--- src/bae_pkg.sv ---
package bae_pkg;

    // input opcodes
    localparam logic [1:0] OP_ENCODE = 2'd0;
    localparam logic [1:0] OP_FLUSH  = 2'd1;
    localparam logic [1:0] OP_START  = 2'd2;

    // result kinds
    localparam logic KIND_BIT   = 1'b0;
    localparam logic KIND_CARRY = 1'b1;

    localparam logic [11:0] RANGE_FULL = 12'd4095;
    localparam logic [11:0] LOW_RESET  = 12'd0;

    localparam logic [7:0] PROB_MIN = 8'd1;
    localparam logic [7:0] PROB_MAX = 8'd128;

    // result count limit per encode, and bits per flush
    localparam logic [3:0] RES_LAST   = 4'd11;
    localparam logic [3:0] FLUSH_LAST = 4'd11;

    // datapath commands
    typedef logic [2:0] dp_cmd_t;
    localparam dp_cmd_t DP_HOLD   = 3'd0;
    localparam dp_cmd_t DP_START  = 3'd1;
    localparam dp_cmd_t DP_SPLIT  = 3'd2;
    localparam dp_cmd_t DP_RENORM = 3'd3;
    localparam dp_cmd_t DP_ROTATE = 3'd4;

    // datapath status towards the sequencer
    typedef struct packed {
        logic carry;        // split overflows low
        logic split_small;  // range after split needs renormalising
        logic msb;          // top bit of low
        logic shift_small;  // range after one more doubling still needs it
    } dp_stat_t;

endpackage

--- src/bae_dpath.sv ---
module bae_dpath
    import bae_pkg::*;
(
    input  logic       clk,
    input  logic       rst_n,
    input  dp_cmd_t    cmd,
    input  logic [7:0] prob,
    input  logic       symbol,
    output dp_stat_t   stat
);

    logic [11:0] range_reg;
    logic [11:0] range_next;
    logic [11:0] low_reg;
    logic [11:0] low_next;

    logic [3:0]  k;
    logic [11:0] q;
    logic [11:0] rest;
    logic [12:0] low_sum;
    logic [11:0] split_range;

    // split point from the top range bits
    assign k           = range_reg[11:8] | {3'b000, range_reg[7]};
    assign q           = {8'd0, k} * {4'd0, prob};
    assign rest        = range_reg - q;
    assign low_sum     = {1'b0, low_reg} + {1'b0, rest};
    assign split_range = symbol ? rest : q;

    assign stat.carry       = !symbol && low_sum[12];
    assign stat.split_small = !split_range[11] && (split_range != 12'd0);
    assign stat.msb         = low_reg[11];
    assign stat.shift_small = !range_reg[10] && (range_reg[9:0] != 10'd0);

    always_comb
    begin
        range_next = range_reg;
        low_next   = low_reg;
        unique case (cmd)
            DP_HOLD:
            begin
            end
            DP_START:
            begin
                range_next = RANGE_FULL;
                low_next   = LOW_RESET;
            end
            DP_SPLIT:
            begin
                range_next = split_range;
                if (!symbol)
                begin
                    low_next = low_sum[11:0];
                end
            end
            DP_RENORM:
            begin
                range_next = {range_reg[10:0], 1'b0};
                low_next   = {low_reg[10:0], 1'b0};
            end
            DP_ROTATE:
            begin
                low_next = {low_reg[10:0], low_reg[11]};
            end
            default:
            begin
            end
        endcase
    end

    always_ff @(posedge clk or negedge rst_n)
    begin
        if (!rst_n)
        begin
            range_reg <= RANGE_FULL;
            low_reg   <= LOW_RESET;
        end
        else
        begin
            range_reg <= range_next;
            low_reg   <= low_next;
        end
    end

endmodule

--- src/binary_arithmetic_encoder_unit.sv ---
// binary arithmetic encoder, 12-bit range and 12-bit low window
// encode: takes the transfer, does the split, then emits one bit per renormalising step (0..8 bits)
// flush: takes the transfer, then emits 12 bits, one per rotation through the shift unit
// start: reloads range and low; throughput: one item at a time, s_axis_tready low while an item is in work
// output stalls hold the sequencer; asynchronous active-low reset sets range 4095, low 0
module binary_arithmetic_encoder_unit
    import bae_pkg::*;
(
    input  logic        clk,
    input  logic        rst_n,
    input  logic        s_axis_tvalid,
    output logic        s_axis_tready,
    input  logic [15:0] s_axis_tdata,   // prob [7:0], symbol [8], zero fill
    input  logic [1:0]  s_axis_tuser,   // opcode [1:0]
    output logic        m_axis_tvalid,
    input  logic        m_axis_tready,
    output logic [7:0]  m_axis_tdata,   // out_bit [0], zero fill
    output logic        m_axis_tuser,   // kind [0]
    output logic        m_axis_tlast
);

    // sequencer states
    localparam logic [1:0] ST_IDLE   = 2'd0;
    localparam logic [1:0] ST_SPLIT  = 2'd1;
    localparam logic [1:0] ST_RENORM = 2'd2;
    localparam logic [1:0] ST_FLUSH  = 2'd3;

    logic [1:0] state_reg;
    logic [1:0] state_next;
    logic [3:0] cnt_reg;
    logic [3:0] cnt_next;
    logic [7:0] prob_reg;
    logic       symbol_reg;

    logic       out_valid_reg;
    logic       out_kind_reg;
    logic       out_bit_reg;
    logic       out_last_reg;

    logic       accept;
    logic       can_emit;
    logic       emit;
    logic       emit_kind;
    logic       emit_bit;
    logic       emit_last;
    logic [7:0] prob_in;
    logic [7:0] prob_sat;

    dp_cmd_t    cmd;
    dp_stat_t   stat;

    assign s_axis_tready = (state_reg == ST_IDLE);
    assign accept        = s_axis_tvalid && s_axis_tready;

    // an output slot is free when empty or being drained this cycle
    assign can_emit = !out_valid_reg || m_axis_tready;

    // probability clamped to 1..128 so the split stays inside the range
    assign prob_in  = s_axis_tdata[7:0];
    assign prob_sat = (prob_in < PROB_MIN) ? PROB_MIN :
                      (prob_in > PROB_MAX) ? PROB_MAX : prob_in;

    bae_dpath u_dpath (
        .clk    (clk),
        .rst_n  (rst_n),
        .cmd    (cmd),
        .prob   (prob_reg),
        .symbol (symbol_reg),
        .stat   (stat)
    );

    always_comb
    begin
        state_next = state_reg;
        cnt_next   = cnt_reg;
        cmd        = DP_HOLD;
        emit       = 1'b0;
        emit_kind  = KIND_BIT;
        emit_bit   = 1'b0;
        emit_last  = 1'b0;
        unique case (state_reg)
            ST_IDLE:
            begin
                if (accept)
                begin
                    case (s_axis_tuser)
                        OP_START:
                        begin
                            cmd = DP_START;
                        end
                        OP_FLUSH:
                        begin
                            cnt_next   = 4'd0;
                            state_next = ST_FLUSH;
                        end
                        OP_ENCODE:
                        begin
                            state_next = ST_SPLIT;
                        end
                        default:
                        begin
                        end
                    endcase
                end
            end
            ST_SPLIT:
            begin
                // a carry needs the output slot before the state moves on
                if (!stat.carry || can_emit)
                begin
                    cmd        = DP_SPLIT;
                    emit       = stat.carry;
                    emit_kind  = KIND_CARRY;
                    emit_last  = !stat.split_small;
                    cnt_next   = stat.carry ? 4'd1 : 4'd0;
                    state_next = stat.split_small ? ST_RENORM : ST_IDLE;
                end
            end
            ST_RENORM:
            begin
                if (can_emit)
                begin
                    cmd       = DP_RENORM;
                    emit      = 1'b1;
                    emit_bit  = stat.msb;
                    emit_last = !stat.shift_small || (cnt_reg == RES_LAST);
                    cnt_next  = cnt_reg + 4'd1;
                    if (emit_last)
                    begin
                        state_next = ST_IDLE;
                    end
                end
            end
            ST_FLUSH:
            begin
                // twelve rotations bring low back to where it was
                if (can_emit)
                begin
                    cmd       = DP_ROTATE;
                    emit      = 1'b1;
                    emit_bit  = stat.msb;
                    emit_last = (cnt_reg == FLUSH_LAST);
                    cnt_next  = cnt_reg + 4'd1;
                    if (emit_last)
                    begin
                        state_next = ST_IDLE;
                    end
                end
            end
            default:
            begin
                state_next = ST_IDLE;
            end
        endcase
    end

    always_ff @(posedge clk or negedge rst_n)
    begin
        if (!rst_n)
        begin
            state_reg     <= ST_IDLE;
            cnt_reg       <= 4'd0;
            out_valid_reg <= 1'b0;
        end
        else
        begin
            state_reg <= state_next;
            cnt_reg   <= cnt_next;
            if (emit)
            begin
                out_valid_reg <= 1'b1;
            end
            else if (m_axis_tready)
            begin
                out_valid_reg <= 1'b0;
            end
        end
    end

    // payload registers
    always_ff @(posedge clk)
    begin
        if (accept)
        begin
            prob_reg   <= prob_sat;
            symbol_reg <= s_axis_tdata[8];
        end
        if (emit)
        begin
            out_kind_reg <= emit_kind;
            out_bit_reg  <= emit_bit;
            out_last_reg <= emit_last;
        end
    end

    assign m_axis_tvalid = out_valid_reg;
    assign m_axis_tdata  = {7'd0, out_bit_reg};
    assign m_axis_tuser  = out_kind_reg;
    assign m_axis_tlast  = out_last_reg;

endmodule

--- config.mk ---
export PLATFORM = sky130hd
export DESIGN_NAME = binary_arithmetic_encoder_unit
export DESIGN_NICKNAME = d
export VERILOG_FILES = /design/src/bae_pkg.sv /design/src/bae_dpath.sv /design/src/binary_arithmetic_encoder_unit.sv
export SDC_FILE = /design/constraint.sdc
export NUM_CORES = 1
export LEC_CHECK = 0
export BUFFER_PORTS_ARGS = -buffer_cell sky130_fd_sc_hd__buf_2
export CAP_MARGIN = 30
export CELL_PAD_IN_SITES_DETAIL_PLACEMENT = 0
export CELL_PAD_IN_SITES_GLOBAL_PLACEMENT = 1
export CORE_MARGIN = 8
export CORE_UTILIZATION = 45
export DETAILED_ROUTE_END_ITERATION = 7
export PLACE_DENSITY = 0.76
export SLEW_MARGIN = 5
export SYNTH_ARGS = -nofsm -noshare
export SYNTH_HDL_FRONTEND = slang
export SYNTH_HIERARCHICAL = 1
export SYNTH_SLANG_ARGS = --single-unit
export TNS_END_PERCENT = 5
--- constraint.sdc ---
create_clock -name clk -period 9.7 [get_ports clk]
set_input_delay 2.91 -clock clk [delete_from_list [all_inputs] [get_ports clk]]
set_output_delay 2.91 -clock clk [all_outputs]
set_load 0.03 [all_outputs]
---- Word level (Yosys, flattened, before mapping) ----
Index checks and enable logic that the tools add are counted.
operators by class
  add/sub/neg operators ................... 3
  multiply operators ...................... 1
  $lt $le $gt $ge ......................... 2
  eq/ne operators ......................... 20
  multiplexer cells ....................... 36
  bitwise logic cells ..................... 1
  reductions and logical operators ........ 27
operators by type and width
  cell                 count
  $pmux 12 s4          1
  $pmux 12 s3          1
  $mux 12              2
  $mux 2               9
  $mux 4               4
  $add 12x12->13       1
  $mul 4x8->12         1
  $ne 2x2->1 const B   6
  $pmux 3 s4           1
  $pmux 4 s3           1
  $reduce_bool 12->1   1
  $sub 12x12->12       1
  $mux 1               11
  $reduce_bool 10->1   1
  $gt 8x8->1 const B   1
  $lt 8x1->1 const B   1
  $mux 8               1
  $pmux 2 s4           1
  $logic_not 1->1      7
  $reduce_and 7->1     1
  $eq 2x2->1 const B   3
  $eq 3x2->1 const B   2
  $ne 2x1->1 const B   3
  $add 4x1->4 const B  1
  19 further kinds     28
storage, ports and cells
  register bits ........................... 43
  input bits .............................. 22
  output and inout bits ................... 12
  word-level logic and storage cells ...... 101

---- Depth between registers and ports, before layout ----
Gate-level depths: netlist (run 1).
  depth after elaboration ................. 12
  mapped depth ............................ 34
  mapped depth without buffers ............ 31

---- Cells and area by module ----
The synthesis (run 1) kept the hierarchy.
by module, submodules not included
  module                          times used  cells each  area an instance (um^2)  seq. area each (um^2)
  bae_dpath                       1           401         3243.1                   615.6
  binary_arithmetic_encoder_unit  1           87          1002.2                   535.5

---- Worst setup path before layout (run 1) ----
OpenSTA, ideal clock, no wires.
  kind .................................... register to register
  start point ............................. register u_dpath.range_reg[11]
  end point ............................... register u_dpath.low_reg[11]
  library setup time ...................... 0.077 ns
  data arrival time ....................... 6.679 ns
  data required time ...................... 9.623 ns
  path slack .............................. 2.944 ns
  stages on the path, launching flop included .. 33
  buffers on the path ..................... 3
  clock period less this slack ............ 6.756 ns
  cell sequence ........................... dfstp_2 > clkbuf_1 > nand2_1 > fa_1 > inv_1 > fa_1 > inv_1 > fa_1 > nor2b_1 > o21a_1 > nor2_1 > xor2_1 > ha_1 > o21a_1 > o31a_1 > o21a_1 > or3_1 > and2_1 > ha_1 > and3_1 > a211oi_1 > o21ai_0 > o211a_1 > nand2_1 > nand2_1 > o22ai_1 > nor2b_1 > clkbuf_1 > nand2_1 > nand2_1 > clkbuf_1 > a22oi_1 > a21oi_1
RTL lines
  element                 RTL line         source
  start, declared         bae_dpath.sv:12  logic [11:0] range_reg;
  start signal, assigned  bae_dpath.sv:80  range_reg <= range_next;
  end signal, assigned    bae_dpath.sv:81  low_reg <= low_next;
  end, declared           bae_dpath.sv:14  logic [11:0] low_reg;

==> results.rst, run 1 <==
.. list-table::
   :header-rows: 1

   * - Metric
     - Value
   * - Run status
     - finished clean
   * - Final Critical Period
     - 8270 ps
   * - Max-cap violations
     - 0
   * - Crit-path max FO
     - 12
   * - Total wirelength of the detailed-routed design
     - 9.40 mm
   * - Worst-skew pair later-pin latency
     - 300 ps
   * - Proportion of layout cells with a drive suffix above 1
     - 9.70%
   * - Cell at the slowest stage of the critical path
     - sky130_fd_sc_hd__dfstp_2
   * - Period utilization
     - 85.3%
   * - First-pass GRT wire length
     - 16.0 mm
   * - Most crowded layer after global routing
     - met2
   * - Initial antenna violation count
     - 0
   * - Number of flops mapped to enable cells by yosys
     - 12
   * - Number of H-tree branching levels
     - 2
   * - Detailed router's first-iteration violation count
     - 225
   * - Post-Synthesis Mean Instance Area
     - 8.70 um^2
   * - Synth Instances
     - 488
   * - Ys async rst share
     - 72.1%
   * - Clock sinks
     - 43
   * - Detailed Routing Iterations Pass 1
     - 5
   * - TritonCTS clock tree
     - yes
   * - # rows
     - 35
   * - GRT met3 Usage
     - 2.93%
   * - Slew Limit Fails
     - 0
   * - Post-synthesis sequential element count
     - 43
   * - Worst Tran Pin Value
     - 840 ps
   * - Fillers
     - 923
   * - Overflow after GRT
     - 0
   * - Netlist area before placement
     - 4250 um^2
   * - Main flop type after synthesis
     - sky130_fd_sc_hd__dfrtp_1
   * - Buffer and inverter count on the worst path
     - 2
   * - Final Skew
     - 8.31 ps
   * - Setup repair after global routing missed its margin
     - no
   * - Area growth from synthesis to final layout
     - 5.86%
   * - Yosys synthesis warning count
     - 6
   * - Worst path max stage delay
     - 690 ps
   * - CTS root buf
     - sky130_fd_sc_hd__clkbuf_8
   * - Family with the most delay on the worst path
     - simple AND/OR/NAND/NOR gates
   * - Final weighted congestion of routability-driven global placement
     - 0.865
   * - Total half-perimeter wirelength after legalization and detailed placement
     - 7.41 mm
   * - Die Height
     - 113 um
   * - Total inserted antenna cells
     - 0
   * - Register Area
     - 1150 um^2
   * - Pin count of the biggest net entering global routing
     - 32
   * - Number of instances resized during post-cts repair
     - 0
   * - Tightest Hold Check Type
     - register to register
   * - Clock-pin slew reported for the worst setup and hold paths after clock tree synthesis
     - 90 ps
   * - IO buf count
     - 19
   * - Die area
     - 12800 um^2
   * - Average wire length per cell after detail routing
     - 15.5 um
   * - Normalized max-slew margin
     - 44.0%
   * - Standard cell core area
     - 9200 um^2
   * - Number of different library cells in the post-synthesis netlist
     - 60
   * - Vias per cell
     - 5.67
   * - Final count of negative-setup-slack endpoints
     - 0
   * - Met2 track demand over resource in global routing
     - 25.6%
   * - Starting utilization of the core area
     - 46.2%
   * - Remaining antenna violation count
     - 0
   * - Arrival time of the worst setup path
     - 8510 ps
   * - Die W
     - 113 um
   * - I/O pin cnt
     - 34
   * - Worst setup path class
     - register to register
   * - # hold bufs at CTS
     - 0
   * - GR Util met1
     - 19.6%
   * - Post-CTS Repair Setup Buffers
     - 0
   * - Final hold violation count
     - 0
   * - Post-Route Setup TNS
     - 0 ps
   * - Post-layout net count
     - 570
   * - Count of vias placed by the detailed router
     - 3437
   * - Number of global-route vias before repair
     - 3335
   * - Crit-path most repeated cell
     - sky130_fd_sc_hd__nand2_1
   * - Clock Path Buffers
     - 2
   * - Total Routing Usage GR
     - 15.4%
   * - Remaining design rule violation count
     - 0
   * - Achievable frequency
     - 121 MHz
   * - Number of CTS-inserted buffers
     - 5
   * - Crit path capture type
     - register
   * - Multi-input combinational cell area
     - 2830 um^2
   * - Kind of launch point of the worst setup path
     - register
   * - Data required, critical path
     - 9930 ps
   * - Register area share after synthesis
     - 27.1%
-- cell type report --
cell class	instances	area share [%]
Multi-Input combinational cell	389	63.1
Sequential cell	43	25.6
Tap cell	111	3.09
Inverter	34	2.84
Timing Repair Buffer	21	2.45
Clock buffer	6	1.61
Clock inverter	2	1.34
-- synth_stat cells, drive strengths merged, types with 9 or more instances --
library cell  instances  area share [%]
nor2                 45             4.0
inv                  34             3.0
buf                  14             2.4
edfxtp               12             8.5
clkbuf               14             1.2
nor2b                15             2.6
o22ai                12             1.8
fa                   14             6.6
ha                   40              12
o21a                 11             1.9
xnor2                18             3.7
mux2i                10             2.4
nand3                 9             1.1
dfstp                12             7.4
nand2                34             3.0
and2                 28             4.1
nor3                 10             1.2
dfrtp                19              11
o21ai                17             2.0
a21oi                40             5.0
-- final timing paths --
check	start	endpoint	slack, ps	cells past startpoint
min in group asynchronous	rst_n	cnt_reg[1]$_DFFE_PN0P_	2650	1
min	u_dpath/range_reg[7]$_DFFE_PN1P_	u_dpath/range_reg[7]$_DFFE_PN1P_	530	2
max in group asynchronous	rst_n	state_reg[1]$_DFFE_PN0P_	6580	1
max	u_dpath/range_reg[10]$_DFFE_PN1P_	u_dpath/low_reg[11]$_DFFE_PN0P_	1430	29
min reg2reg	u_dpath/range_reg[7]$_DFFE_PN1P_	u_dpath/range_reg[7]$_DFFE_PN1P_	530	2
max reg2reg	u_dpath/range_reg[10]$_DFFE_PN1P_	u_dpath/low_reg[11]$_DFFE_PN0P_	1430	29
-- cells in the final DEF, fill, tap and decap left out, drive strengths merged, types with 5 or more instances in the layout --
cell type and instances:
nor2 45, ha 40, a21oi 40, nand2 34, inv 34, and2 28
buf 21, dfrtp 19, xnor2 18, o21ai 17, nor2b 15, fa 14
o22ai 12, edfxtp 12, dfstp 12, o21a 11, mux2i 10, nor3 10
nand3 9, conb 7, a22oi 7, or3 6, xor2 6, clkbuf 6
o31a 5, nand2b 5, a31oi 5, a21o 5
-- logic make-up (layout without fill, tap and decap cells) --
family,Yosys count,in the layout,synth area share [%]
mux,11,11,2.62
fa+ha+maj,54,54,18.4
buf+inv,62,63,6.66
compound gates,129,129,20.7
simple gates,164,164,19.5
flops,43,43,27.1
other cells,1,7,0.0883
xor+xnor,24,24,4.95
-- per-layer routing --
metal,share of wire [%],routed length [um],vias up
met5,0,0,-
met4,1.4,132,0
met3,4.9,460,11
met2,47,4420,75
met1,47,4380,1633
li1,-,-,1718
-- worst reg2reg max path, delay by kind of cell (launching register included) --
kind | cells | cell delay [ps]
flops | 1 | 690
simple gates | 11 | 2670
xor+xnor | 1 | 220
buf+inv | 2 | 120
fa+ha+maj | 5 | 2220
compound gates | 10 | 2300
-- per-stage QoR --
step	utilization [%]	hold slack [ps]	cell area [um^2]	setup WS (ps)	instances
3_3_place_gp	47.3	511	4350	1470	597
6_report	48.9	533	4490	1430	606
2_1_floorplan	-	491	4270	2940	494
4_1_cts	48.9	537	4490	1450	606
5_1_grt	48.9	567	4490	682	606
3_5_place_dp	47.4	519	4360	1480	598
Power of run 1 is left out: the tool's default activity adds up to more than one toggle a clock period on the data nets, which glitch-free logic cannot reach.
==> run 2, diff against run 1 <==
- CTS_BUF_LIST: default -> sky130_fd_sc_hd__clkbuf_4 sky130_fd_sc_hd__clkbuf_8
==> run 2 against run 1 <==
Net effect:
- non-clock buffer count stayed put
- count of clock-buffer cells in the layout stayed put
- routed wire length is 0.19% higher
- worst hold slack better by 1.1 ps
- critical path depth stayed put
- sequential cell count stayed put
- fmax is 0.12% higher
- clock skew hardly changed
- utilization hardly changed
- register-to-register slack hardly changed
- first-iteration DRC count is 3.6% lower
- setup slack better by 10 ps
- largest cell class unchanged
==> results.rst, run 2 (synthesis gave the netlist of run 1 again) <==
.. list-table::
   :header-rows: 1

   * - Metric
     - Value
   * - Die area
     - 12800 um^2
   * - Total wirelength of the detailed-routed design
     - 9.42 mm
   * - Detailed router's first-iteration violation count
     - 217
   * - Fillers
     - 921
   * - Remaining design rule violation count
     - 0
   * - Worst path max stage delay
     - 690 ps
   * - Post-CTS Repair Setup Buffers
     - 0
   * - Remaining antenna violation count
     - 0
   * - Most frequent standard cell in the layout excluding fill and tap cells
     - sky130_fd_sc_hd__nor2_1
   * - Post-Route Setup TNS
     - 0 ps
   * - Data required, critical path
     - 9930 ps
   * - Overflow after GRT
     - 0
   * - Detailed Routing Iterations Pass 1
     - 4
   * - Final count of negative-setup-slack endpoints
     - 0
   * - Arrival time of the worst setup path
     - 8500 ps
   * - Normalized max-slew margin
     - 44.4%
   * - Final hold violation count
     - 0
   * - Cell at the slowest stage of the critical path
     - sky130_fd_sc_hd__dfstp_2
   * - Clock-pin slew reported for the worst setup and hold paths after clock tree synthesis
     - 90 ps
   * - Starting utilization of the core area
     - 46.2%
   * - Crit-path most repeated cell
     - sky130_fd_sc_hd__nand2_1
   * - Run status
     - finished clean
   * - Worst-skew pair later-pin latency
     - 300 ps
   * - I/O pin cnt
     - 34
   * - Total half-perimeter wirelength after legalization and detailed placement
     - 7.41 mm
   * - Setup repair after global routing missed its margin
     - no
   * - Clock sinks
     - 43
   * - First-pass GRT wire length
     - 16.0 mm
   * - Fin util
     - 48.9%
   * - Total Routing Usage GR
     - 15.4%
   * - Count of vias placed by the detailed router
     - 3447
   * - Initial antenna violation count
     - 0
   * - Leading cell types in the layout, fill and taps excluded
     - sky130_fd_sc_hd__nor2_1, sky130_fd_sc_hd__ha_1, sky130_fd_sc_hd__a21oi_1
   * - Final Critical Period
     - 8260 ps
   * - Number of H-tree branching levels
     - 2
   * - Number of CTS-inserted buffers
     - 5
   * - Die W
     - 113 um
   * - Multi-input combinational cell area
     - 2830 um^2
   * - Kind of launch point of the worst setup path
     - register
   * - Max-cap violations
     - 0
   * - # hold bufs at CTS
     - 0
   * - CTS root buf
     - sky130_fd_sc_hd__clkbuf_8
   * - Area growth from synthesis to final layout
     - 5.95%
   * - # rows
     - 35
   * - Total inserted antenna cells
     - 0
   * - Tightest Hold Check Type
     - register to register
   * - Period utilization
     - 85.2%
   * - Standard cell core area
     - 9200 um^2
   * - Crit path capture type
     - register
   * - TritonCTS clock tree
     - yes
   * - Buffer and inverter count on the worst path
     - 2
   * - Vias per cell
     - 5.69
   * - Die Height
     - 113 um
   * - Family with the most delay on the worst path
     - simple AND/OR/NAND/NOR gates
   * - Pin count of the biggest net entering global routing
     - 32
   * - Crit-path max FO
     - 12
   * - Number of global-route vias before repair
     - 3335
   * - Slew Limit Fails
     - 0
   * - Achievable frequency
     - 121 MHz
   * - Final Skew
     - 7.94 ps
   * - IO buf count
     - 19
   * - Worst setup path class
     - register to register
   * - Clock Path Buffers
     - 2
   * - Register Area
     - 1150 um^2
   * - Post-layout net count
     - 570
   * - Proportion of layout cells with a drive suffix above 1
     - 9.90%
   * - Pre-CTS setup slack
     - 1480 ps
   * - Number of instances resized during post-cts repair
     - 0
   * - Worst Tran Pin Value
     - 834 ps
   * - Final weighted congestion of routability-driven global placement
     - 0.865
   * - Worst Setup Slack, final
     - 1440 ps
   * - Average wire length per cell after detail routing
     - 15.5 um
## run 2: cell counts in the layout (fill, tap and decap cells not counted)
Identical to the previous run, type by type.
## run 2: cell type report
type	instances	area share (%)
well taps	111	3.09
clock inverters	2	1.34
inverters	34	2.84
flip-flops and latches	43	25.6
repair buffers	21	2.45
multi-input cells	389	63.0
clock buffers	6	1.70
## run 2: tightest hold or removal path: stages (launching register included)
cell,delay [ps]
sky130_fd_sc_hd__dfstp_2,390
sky130_fd_sc_hd__nor2_1,100
sky130_fd_sc_hd__a21oi_1,50
## run 2: routing by layer
metal	vias to the layer above	GRT usage [%]	wire length, um	part of all wire, %
met3	9	2.93	456	4.8
li1	1718	-	-	-
met5	-	0	0	0
met1	1647	19.6	4390	47
met2	73	25.6	4450	47
met4	0	4.62	121	1.3
## run 2: final timing paths
path                                                   startpoint                          endpoint  slack [ps]  cells past startpoint
worst max register to register  u_dpath/range_reg[10]$_DFFE_PN1P_   u_dpath/low_reg[11]$_DFFE_PN0P_        1440                     29
worst max-delay path            u_dpath/range_reg[10]$_DFFE_PN1P_   u_dpath/low_reg[11]$_DFFE_PN0P_        1440                     29
worst min register to register   u_dpath/range_reg[7]$_DFFE_PN1P_  u_dpath/range_reg[7]$_DFFE_PN1P_         530                      2
worst min-delay path             u_dpath/range_reg[7]$_DFFE_PN1P_  u_dpath/range_reg[7]$_DFFE_PN1P_         530                      2
max in group asynchronous                                   rst_n          state_reg[1]$_DFFE_PN0P_        6580                      1
min in group asynchronous                                   rst_n            cnt_reg[1]$_DFFE_PN0P_        2650                      1
## run 2: per-stage QoR
stage               area, um^2  std cells  hold slack [ps]
finish                    4500        606              534
global route              4500        606              567
CTS                       4500        606              537
detailed placement        4360        598              519
global placement          4350        597              511
floorplan                 4270        494              491
Power of run 2 is left out for the same reason.
